`config.mk`:
```
export PLATFORM = sky130hd
export DESIGN_NAME = c8080_ctrl
export DESIGN_NICKNAME = d
export VERILOG_FILES = /design/src/design/c8080_pkg.sv /design/src/design/c8080_ctrl.sv
export SDC_FILE = /design/constraint.sdc
export NUM_CORES = 1
export LEC_CHECK = 0
export CAP_MARGIN = 20
export CORE_MARGIN = 8
export CORE_UTILIZATION = 45
export CTS_BUF_LIST = sky130_fd_sc_hd__clkbuf_16
export DETAILED_ROUTE_END_ITERATION = 6
export DONT_BUFFER_PORTS = 1
export SLEW_MARGIN = 20
export SYNTH_ARGS = -nofsm -noshare
export SYNTH_HDL_FRONTEND = slang
export SYNTH_SLANG_ARGS = --single-unit
```
`constraint.sdc`:
```
create_clock -name clk -period 3.9 [get_ports clk]
set_input_delay 0.39 -clock clk [delete_from_list [all_inputs] [get_ports clk]]
set_output_delay 0.39 -clock clk [all_outputs]
set_load 0.01 [all_outputs]
```
`src/design/c8080_pkg.sv`:
```
// ----------------------------------------------------------------------------
// c8080_pkg: shared types for the 8080 execute core
// Item kinds, controller states and the command/status structs.
// ----------------------------------------------------------------------------
package c8080_pkg;

	typedef enum logic [1:0] {
		KIND_WRITE = 2'd0,
		KIND_EXEC  = 2'd1,
		KIND_READ  = 2'd2,
		KIND_NONE  = 2'd3
	} kind_t;

	typedef enum logic [3:0] {
		ST_IDLE,
		ST_FETCH_OP,
		ST_FETCH_B1,
		ST_FETCH_B2,
		ST_WAIT_B2,
		ST_OPER_RD,
		ST_OPER_RD2,
		ST_OPER_LAT,
		ST_EXEC,
		ST_OPER_WR2,
		ST_MEMRD_WAIT,
		ST_DONE
	} state_t;

	typedef enum logic [2:0] {
		MA_ITEM,
		MA_PC,
		MA_PC1,
		MA_PC2,
		MA_OPER,
		MA_OPER1
	} maddr_t;

	typedef struct packed {
		logic   start;
		logic   mem_en;
		logic   mem_we;
		maddr_t maddr;
		logic   wdata_hi;
		logic   lat_op;
		logic   lat_b1;
		logic   lat_b2;
		logic   lat_rd;
		logic   lat_rd2;
		logic   do_exec;
		logic   do_write;
		logic   set_out;
	} cmd_t;

	typedef struct packed {
		kind_t kind;
		logic  bad;
		logic  need_b1;
		logic  need_b2;
		logic  need_rd;
		logic  need_rd2;
		logic  need_wr;
		logic  need_wr2;
	} stat_t;

endpackage

```
`src/design/c8080_ctrl.sv`:
```
// ----------------------------------------------------------------------------
// c8080_ctrl: sequencer of the 8080 execute core
// Steps each word through fetch, operand access, execute and delivery.
// ----------------------------------------------------------------------------
module c8080_ctrl (
	input  logic             clk,
	input  logic             arst_n,
	input  logic             in_valid,
	output logic             in_stall,
	output logic             out_valid,
	input  logic             out_stall,
	input  c8080_pkg::stat_t stat,
	output c8080_pkg::cmd_t  cmd
);
	import c8080_pkg::*;

	state_t state_q, state_d;
	logic   out_valid_q;

	assign out_valid = out_valid_q;
	assign in_stall  = state_q != ST_IDLE || (out_valid_q && out_stall);

	always_comb begin
		state_d = state_q;
		unique case (state_q)
			ST_IDLE:     if (in_valid && !in_stall) state_d = ST_FETCH_OP;
			ST_FETCH_OP: begin
				unique case (stat.kind)
					KIND_EXEC:  state_d = ST_FETCH_B1;
					KIND_WRITE: state_d = ST_DONE;
					KIND_READ:  state_d = ST_MEMRD_WAIT;
					default:    state_d = ST_DONE;
				endcase
			end
			ST_MEMRD_WAIT: state_d = ST_DONE;
			ST_FETCH_B1:   state_d = ST_FETCH_B2;
			ST_FETCH_B2:   state_d = ST_WAIT_B2;
			ST_WAIT_B2:    state_d = stat.bad ? ST_DONE
				: (stat.need_rd ? ST_OPER_RD : ST_EXEC);
			ST_OPER_RD:    state_d = stat.need_rd2 ? ST_OPER_RD2 : ST_OPER_LAT;
			ST_OPER_RD2:   state_d = ST_OPER_LAT;
			ST_OPER_LAT:   state_d = ST_EXEC;
			ST_EXEC:       state_d = stat.need_wr2 ? ST_OPER_WR2 : ST_DONE;
			ST_OPER_WR2:   state_d = ST_DONE;
			ST_DONE:       state_d = ST_IDLE;
			default:       state_d = ST_IDLE;
		endcase
	end

	always_comb begin
		cmd = '0;
		cmd.maddr = MA_ITEM;
		unique case (state_q)
			ST_IDLE: cmd.start = in_valid && !in_stall;
			ST_FETCH_OP: begin
				cmd.mem_en = stat.kind != KIND_NONE;
				cmd.mem_we = stat.kind == KIND_WRITE;
				cmd.maddr  = (stat.kind == KIND_EXEC) ? MA_PC : MA_ITEM;
			end
			ST_MEMRD_WAIT: ;
			ST_FETCH_B1: begin
				cmd.mem_en = 1'b1;
				cmd.maddr  = MA_PC1;
				cmd.lat_op = 1'b1;
			end
			ST_FETCH_B2: begin
				cmd.mem_en = 1'b1;
				cmd.maddr  = MA_PC2;
				cmd.lat_b1 = 1'b1;
			end
			ST_WAIT_B2: begin
				cmd.lat_b2 = 1'b1;
			end
			ST_OPER_RD: begin
				cmd.mem_en = 1'b1;
				cmd.maddr  = MA_OPER;
			end
			ST_OPER_RD2: begin
				cmd.mem_en = 1'b1;
				cmd.maddr  = MA_OPER1;
				cmd.lat_rd = 1'b1;
			end
			ST_OPER_LAT: begin
				if (stat.need_rd2) cmd.lat_rd2 = 1'b1;
				else cmd.lat_rd = 1'b1;
			end
			ST_EXEC: begin
				cmd.do_exec = 1'b1;
				cmd.mem_en  = stat.need_wr;
				cmd.mem_we  = stat.need_wr;
				cmd.maddr   = MA_OPER;
			end
			ST_OPER_WR2: begin
				cmd.mem_en   = 1'b1;
				cmd.mem_we   = 1'b1;
				cmd.maddr    = MA_OPER1;
				cmd.wdata_hi = 1'b1;
			end
			ST_DONE: cmd.set_out = 1'b1;
			default: ;
		endcase
	end

	always_ff @(posedge clk or negedge arst_n) begin
		if (!arst_n) begin
			state_q     <= ST_IDLE;
			out_valid_q <= 1'b0;
		end else begin
			state_q <= state_d;
			if (state_q == ST_DONE) out_valid_q <= 1'b1;
			else if (out_valid_q && !out_stall) out_valid_q <= 1'b0;
		end
	end
endmodule

```
==> results of run 1 <==
==> state kept, by name, indices dropped and copies added (netlist names) <==
register / flops
out_valid: 1
state_q: 4
==> per-stage QoR <==
| stage | worst slack [ns] | utilization | hold WS [ns] | instances |
|---|---|---|---|---|
| global placement | 2.03 | 0.444 | 0.0945 | 87 |
| floorplan | 2.27 | - | 0.0944 | 82 |
| global route | 1.59 | 0.514 | 0.425 | 92 |
| CTS | 1.77 | 0.514 | 0.377 | 92 |
| finish | 1.78 | 0.514 | 0.370 | 92 |
| detailed placement | 2.03 | 0.444 | 0.0945 | 87 |
==> per-layer routing <==
layer | GRT usage | vias up | wire (um)
met3 | 0.0341 | 4 | 95
met1 | 0.135 | 251 | 604
li1 | - | 283 | -
met4 | 0.0647 | 0 | 23
met5 | 0 | - | 0
met2 | 0.215 | 18 | 826
==> where the power goes <==
| part | switching (mW) | internal, mW |
|---|---|---|
| logic | 0.143 | 0.119 |
| registers | 0.111 | 0.0740 |
| clock network | 0.0380 | 0.133 |
| total | 0.292 | 0.326 |
==> Yosys cell counts (all sizes together) (2+ instances only) <==
| cell | instances | area, um2 |
|---|---|---|
| a211oi | 2 | 15.0 |
| a21oi | 6 | 30.0 |
| buf | 9 | 53.8 |
| dfrtp | 5 | 125 |
| ha | 4 | 50.1 |
| inv | 5 | 18.8 |
| nand2 | 6 | 22.5 |
| nand2b | 2 | 12.5 |
| nand3 | 3 | 15.0 |
| nor2 | 5 | 18.8 |
| nor2b | 3 | 18.8 |
| nor3 | 6 | 30.0 |
| o21ai | 7 | 35.0 |
==> worst register-to-register path, cell delays in order (launching register included) <==
cell and delay (ns):
sky130_fd_sc_hd__dfrtp_1 0.64, sky130_fd_sc_hd__or4_4 0.63, sky130_fd_sc_hd__a21o_1 0.17, sky130_fd_sc_hd__o221a_2 0.11
==> layout make-up <==
class / count / area (um2) / share of cell area
inverters: 5 / 18.8 / 0.0288
flip-flops and latches: 5 / 125 / 0.192
repair buffers: 1 / 10.0 / 0.0154
clock buffers: 3 / 75.1 / 0.115
clock inverters: 1 / 3.75 / 0.00576
multi-input cells: 62 / 400 / 0.614
well taps: 15 / 18.8 / 0.0288
==> kinds of logic after synthesis <==
group                    count (synthesis)
AND/OR/NAND/NOR                         30
flip-flops                               5
adder cells (fa/ha/maj)                  4
AO/OA/AOI/OAI                           26
other                                    1
buffers and inverters                   15
XOR/XNOR                                 1
==> what timing repair did <==
item                      4_1_cts  5_1_grt
hold buffers                    1        0
gates resized for setup         0        0
hold endpoints to repair        5        0
==> final timing paths <==
check,startpoint,to,slack (ns),depth (start not counted)
max,state_q[3]$_DFFE_PN0P_,cmd[11],1.78,3
min,out_stall,out_valid$_DFFE_PN0P_,0.37,2
min in group asynchronous,arst_n,out_valid$_DFFE_PN0P_,0.45,1
max reg2reg,state_q[0]$_DFFE_PN0P_,state_q[0]$_DFFE_PN0P_,2.24,3
max in group asynchronous,arst_n,state_q[2]$_DFFE_PN0P_,3.26,1
min reg2reg,out_valid$_DFFE_PN0P_,out_valid$_DFFE_PN0P_,0.64,2
==> results.txt, run 1 <==
----------------------------------------------------
[Timing]
  TNS Setup ... 0 ns
  Relative slew margins ... 0.516
  Largest clock skew in the final design ... 0.00121 ns
  Number of failing hold endpoints at the final stage ... 0
  RSZ-0062 raised after global routing ... no
  Slew at the pin closest to its max-slew limit ... 0.725 ns
  Min Clock Period, post-route ... 2.12 ns
  Max-slew violation total from the final report ... 0
  Total of endpoints with negative setup slack in the final report ... 0
  Final worst path period share ... 0.542
  Timing-limited maximum frequency ... 0.473 GHz

[CTS]
  Buffers inserted during post-CTS setup optimization ... 0
  Longest Clk Path Bufs ... 2
  TritonCTS buffer count ... 3
  Clock-pin slew on the worst setup and hold paths ... 0.04 ns
  # H-tree levels ... 1
  Clock tree from TritonCTS ... done
  Source-to-sink clock delay at the later pin of the worst-skew pair ... 0.23 ns
  TritonCTS Sinks ... 5
  Cell at the root of the clock tree ... sky130_fd_sc_hd__clkbuf_16

[Synthesis]
  Post-Synthesis Cells ... 82
  Cell variety after synth ... 36
  Sequential element share of the synthesized area ... 0.208
  Mux cell area share after synthesis ... 0
  Synth Area in XOR/XNOR ... 0.0146
  Adder-cell share of the synthesized area ... 0.0832
  Mean Syn Cell Area ... 7.34 um2
  Share of synthesized cell area in and, or, nand and nor gates ... 0.270
  Post-synth EDFFs ... 0
  Net count after synthesis ... 99
  Cell area after synthesis ... 602 um2
  Main combinational cell family by area after synthesis ... compound AO/OA/AOI/OAI gates
  Yosys Warn Count ... 0
  Yosys reg bits ... 5
  Compound-Gate Fraction of Synth Area ... 0.291
  Asr flop ratio synth ... 1.00
  Post-synth top flop ... sky130_fd_sc_hd__dfrtp_1

[Flow run]
  Max-capacitance violation count ... 0

[Placement]
  Placed Area ... 563 um2
  Count of buffers from port buffering ... 0
  Estimated wirelength of the detail-placed design ... 1110 um
  Routability congestion estimate ... 0.712

[Layout]
  Fraction of layout cells with a size suffix above 1 ... 0.0649
  ANT cells ... 0
  Post-route standard cell area excluding fillers ... 652 um2
  Total Nets Final ... 95
  Final-layout fill cell count ... 129
  Synthesis-to-finish area growth ... 8.32%
  Commonest cells after routing, fill and taps aside ... sky130_fd_sc_hd__inv_1, sky130_fd_sc_hd__nor3_1, sky130_fd_sc_hd__nand2_1, sky130_fd_sc_hd__a21oi_1

[Critical path]
  Library cell contributing the largest single delay on the critical path ... sky130_fd_sc_hd__dfrtp_1
  Data required, critical path ... 3.51 ns
  Kind of end point of the critical path ... output pin
  Critical-path maximum fanout ... 20
  Data arrival time of the critical path ... 1.73 ns
  Delay contributed by the slowest stage of the critical path ... 0.69 ns
  Critical path's top delay family ... flip-flops
  Series of cell instances along the critical path ... nand2b_1, a21boi_1, o22ai_1
  CP Class ... reg2out
  CP startpoint kind ... flip-flop
  Buffering stage count on the worst path with inverters included ... 0

[Power and ir drop]
  PwrDens ... 948 mW/mm2
  Design Power ... 0.618 mW
  P_leak ... 0.277 nW
  Max VDD drop ... 0.000374 V

[Routing]
  Wirelength per Cell ... 16.8 um
  Via-per-instance ratio ... 6.04
  Iteration count of the initial detailed-routing pass ... 4
  Total routed wirelength ... 1550 um
  Antenna violation net count after detailed routing ... 0
  DRC violation count after routing ... 0
  Total number of vias ... 556
  Initial DRC count ... 6

[Floorplan]
  Core Area ... 0.00127 mm2
  Number of rows created at floorplan ... 13
  Starting density of the core ... 0.474
  Die Area ... 0.00276 mm2
  Die extent in y ... 52.6 um
  Overall die width ... 52.6 um
  I/O Pins ... 30

[Global route]
  Total Routing Usage GR ... 0.125
  Number of antenna violations at the first check in global routing ... 0
  Maximum number of pins on one net before global-route repair ... 26
  Vias in the first global route ... 566
  Global-route wire length before repair ... 2690 um
  Aggregate global routing overflow ... 0

[Outcome]
  Outcome ... finished, final reports clean

[Min path]
  Hold WC Path Type ... in2reg

----------------------------------------------------
Power figures use the tool's default switching activity.
==> run 2, diff against run 1 <==
- clock period: 3.9 -> 1.7 ns (I/O delays scaled with it)
==> results.txt, run 2 (same netlist as run 1, synthesis figures left out) <==
----------------------------------------------------
[Layout]
  Count of non-filler cells in the finished layout ... 99 (was 92)
  Total Nets Final ... 102 (was 95)
  Biggest register ... state_q (unchanged)
  Largest register FFs ... 4 (unchanged)
  Combined area of the multi-input logic cells ... 400 um2 (unchanged)
  Fraction of layout cells with a size suffix above 1 ... 0.179 (was 0.0649)
  Final-layout fill cell count ... 120 (was 129)
  ANT cells ... 0 (unchanged)
  Seq. cell area ... 129 um2 (was 125 um2)
  Most frequent standard cell in the layout excluding fill and tap cells ... sky130_fd_sc_hd__buf_4
  Synthesis-to-finish area growth ... 17.7% (was 8.32%)
  Commonest cells after routing, fill and taps aside ... sky130_fd_sc_hd__buf_4, sky130_fd_sc_hd__inv_1, sky130_fd_sc_hd__nor3_1, sky130_fd_sc_hd__nand2_1, sky130_fd_sc_hd__a21oi_1 (was sky130_fd_sc_hd__inv_1, sky130_fd_sc_hd__nor3_1, sky130_fd_sc_hd__nand2_1, sky130_fd_sc_hd__a21oi_1)
  Utilization after layout ... 0.558 (was 0.514)

[Critical path]
  Critical-path maximum fanout ... 14 (was 20)
  CP Class ... reg2out (unchanged)
  CP startpoint kind ... flip-flop (unchanged)
  Critical path's top delay family ... simple AND/OR/NAND/NOR gates (was flip-flops)
  Delay contributed by the slowest stage of the critical path ... 0.54 ns (was 0.69 ns)
  Data required, critical path ... 1.53 ns (was 3.51 ns)
  Buffering stage count on the worst path with inverters included ... 0 (unchanged)
  Reg-to-reg critical path startpoint ... state_q[2]$_DFFE_PN0P_ (was state_q[0]$_DFFE_PN0P_)
  Series of cell instances along the critical path ... or4_4, nor2_1 (was nand2b_1, a21boi_1, o22ai_1)
  Startpoint of the most critical setup path ... state_q[0]$_DFFE_PN0P_ (was state_q[3]$_DFFE_PN0P_)
  Kind of end point of the critical path ... output pin (unchanged)
  Library cell contributing the largest single delay on the critical path ... sky130_fd_sc_hd__or4_4 (was sky130_fd_sc_hd__dfrtp_1)
  Data arrival time of the critical path ... 1.48 ns (was 1.73 ns)

[CTS]
  TritonCTS buffer count ... 3 (unchanged)
  Clock tree from TritonCTS ... done (unchanged)
  Clock-pin slew on the worst setup and hold paths ... 0.03 ns (was 0.04 ns)
  # H-tree levels ... 1 (unchanged)
  Source-to-sink clock delay at the later pin of the worst-skew pair ... 0.23 ns (about the same)
  TritonCTS Sinks ... 5 (unchanged)
  Cell at the root of the clock tree ... sky130_fd_sc_hd__clkbuf_16 (unchanged)
  Longest Clk Path Bufs ... 2 (unchanged)

[Timing]
  Final worst path period share ... 0.968
  Number of failing hold endpoints at the final stage ... 0 (unchanged)
  Largest clock skew in the final design ... 0.000832 ns (was 0.00121 ns)
  Total of endpoints with negative setup slack in the final report ... 0 (unchanged)
  RSZ-0062 raised after global routing ... no (unchanged)
  Min Clock Period, post-route ... 1.65 ns
  TNS Setup ... 0 ns (unchanged)
  Timing-limited maximum frequency ... 0.608 GHz
  Max-slew violation total from the final report ... 0 (unchanged)

[Global route]
  Met1 Resource Use GR ... 0.126 (was 0.135)
  GR met3 Demand/Resource ... 0.0483 (was 0.0341)
  Global-route wire length before repair ... 2590 um (was 2690 um)
  Total Routing Usage GR ... 0.122 (was 0.125)
  Global Route met2 Usage ... 0.219 (was 0.215)
  Vias in the first global route ... 585 (was 566)
  Maximum number of pins on one net before global-route repair ... 21 (was 26)
  Number of antenna violations at the first check in global routing ... 0 (unchanged)
  Most used routing layer ... met2 (unchanged)
  Aggregate global routing overflow ... 0 (unchanged)

[Power and ir drop]
  Design Power ... 1.54 mW (was 0.618 mW)
  PwrDens ... 2170 mW/mm2 (was 948 mW/mm2)
  P_leak ... 0.308 nW (was 0.277 nW)
  Max VDD drop ... 0.000919 V (was 0.000374 V)

[Floorplan]
  Number of rows created at floorplan ... 13 (unchanged)
  Die Area ... 0.00276 mm2 (unchanged)
  Starting density of the core ... 0.474 (unchanged)
  Overall die width ... 52.6 um (unchanged)
  I/O Pins ... 30 (unchanged)
  Core Area ... 0.00127 mm2 (unchanged)
  Die extent in y ... 52.6 um (unchanged)

[Flow run]
  Max-capacitance violation count ... 0 (unchanged)

[Routing]
  Antenna violation net count after detailed routing ... 0 (unchanged)
  Wirelength per Cell ... 16.5 um (was 16.8 um)
  Total number of vias ... 581 (was 556)
  Iteration count of the initial detailed-routing pass ... 4 (unchanged)
  Initial DRC count ... 8 (was 6)
  Total routed wirelength ... 1630 um (was 1550 um)
  DRC violation count after routing ... 0 (unchanged)
  Via-per-instance ratio ... 5.87 (was 6.04)

[Min path]
  Hold WC Path Type ... in2reg (unchanged)
  Critical hold path startpoint ... out_stall (unchanged)

[Outcome]
  Outcome ... finished, final reports clean (unchanged)

[Placement]
  Routability congestion estimate ... 0.747 (was 0.712)
  DP Cell Count ... 94 (was 87)
  Count of buffers from port buffering ... 0 (unchanged)
  Estimated wirelength of the detail-placed design ... 1200 um (was 1110 um)

----------------------------------------------------
==> run 2: cell types whose count changed in the layout (fill, tap and decap cells not counted) <==
| cell | delta |
|---|---|
| sky130_fd_sc_hd__dfrtp_2 | +3 |
| sky130_fd_sc_hd__buf_4 | +7 |
| sky130_fd_sc_hd__dfrtp_1 | -3 |
==> run 2: power by group <==
group          leakage, nW  total, mW  switching, mW  internal (mW)
sequential          0.0581      0.315          0.135          0.180
clock               0.0423      0.385         0.0796          0.305
combinational        0.208      0.841          0.480          0.361
total                0.308       1.54          0.695          0.846
==> run 2: cell type report <==
| class | instances | share of cell area |
|---|---|---|
| clock buffers | 3 | 0.106 |
| well taps | 15 | 0.0265 |
| repair buffers | 8 | 0.0883 |
| flip-flops and latches | 5 | 0.182 |
| inverters | 5 | 0.0265 |
| multi-input cells | 62 | 0.565 |
| clock inverters | 1 | 0.00530 |
==> run 2: worst paths after layout <==
path                                               end  slack [ns]  depth (start not counted)
worst min register to register  state_q[2]$_DFFE_PN0P_        0.63                          1
worst max-delay path                           cmd[14]        0.05                          2
max in group asynchronous       state_q[2]$_DFFE_PN0P_        1.24                          1
worst max register to register  state_q[3]$_DFFE_PN0P_        0.26                          4
min in group asynchronous       state_q[1]$_DFFE_PN0P_        0.24                          1
worst min-delay path             out_valid$_DFFE_PN0P_        0.20                          2
==> run 2: layer usage <==
layer | up-vias | share of wire
met4 | 0 | 0
met1 | 267 | 0.40
met3 | 0 | 0.070
met2 | 18 | 0.53
met5 | - | 0
li1 | 296 | -
==> run 2: timing repair <==
item | in CTS | in global routing
hold endpoints to repair | 5 | 0
gates resized for setup | 2 | 1
setup buffers | 0 | 0
setup endpoints to repair | 2 | 3
hold buffers | 1 | 0
==> run 2: worst register-to-register path, delay by kind of cell, from the launching register on <==
family,cells,cell delay (ns)
AO/OA/AOI/OAI,2,0.30
buffers and inverters,1,0.18
flip-flops,1,0.48
AND/OR/NAND/NOR,1,0.38
==> run 2: metrics by stage <==
step	worst slack (ns)	hold slack (ns)	instance area, um2
final	0.0549	0.196	708
after detailed placement	0.204	-0.125	616
after global placement	0.202	-0.125	616
after CTS	0.0321	0.160	707
after floorplan	0.291	-0.126	602
after global routing	0.0124	0.228	708
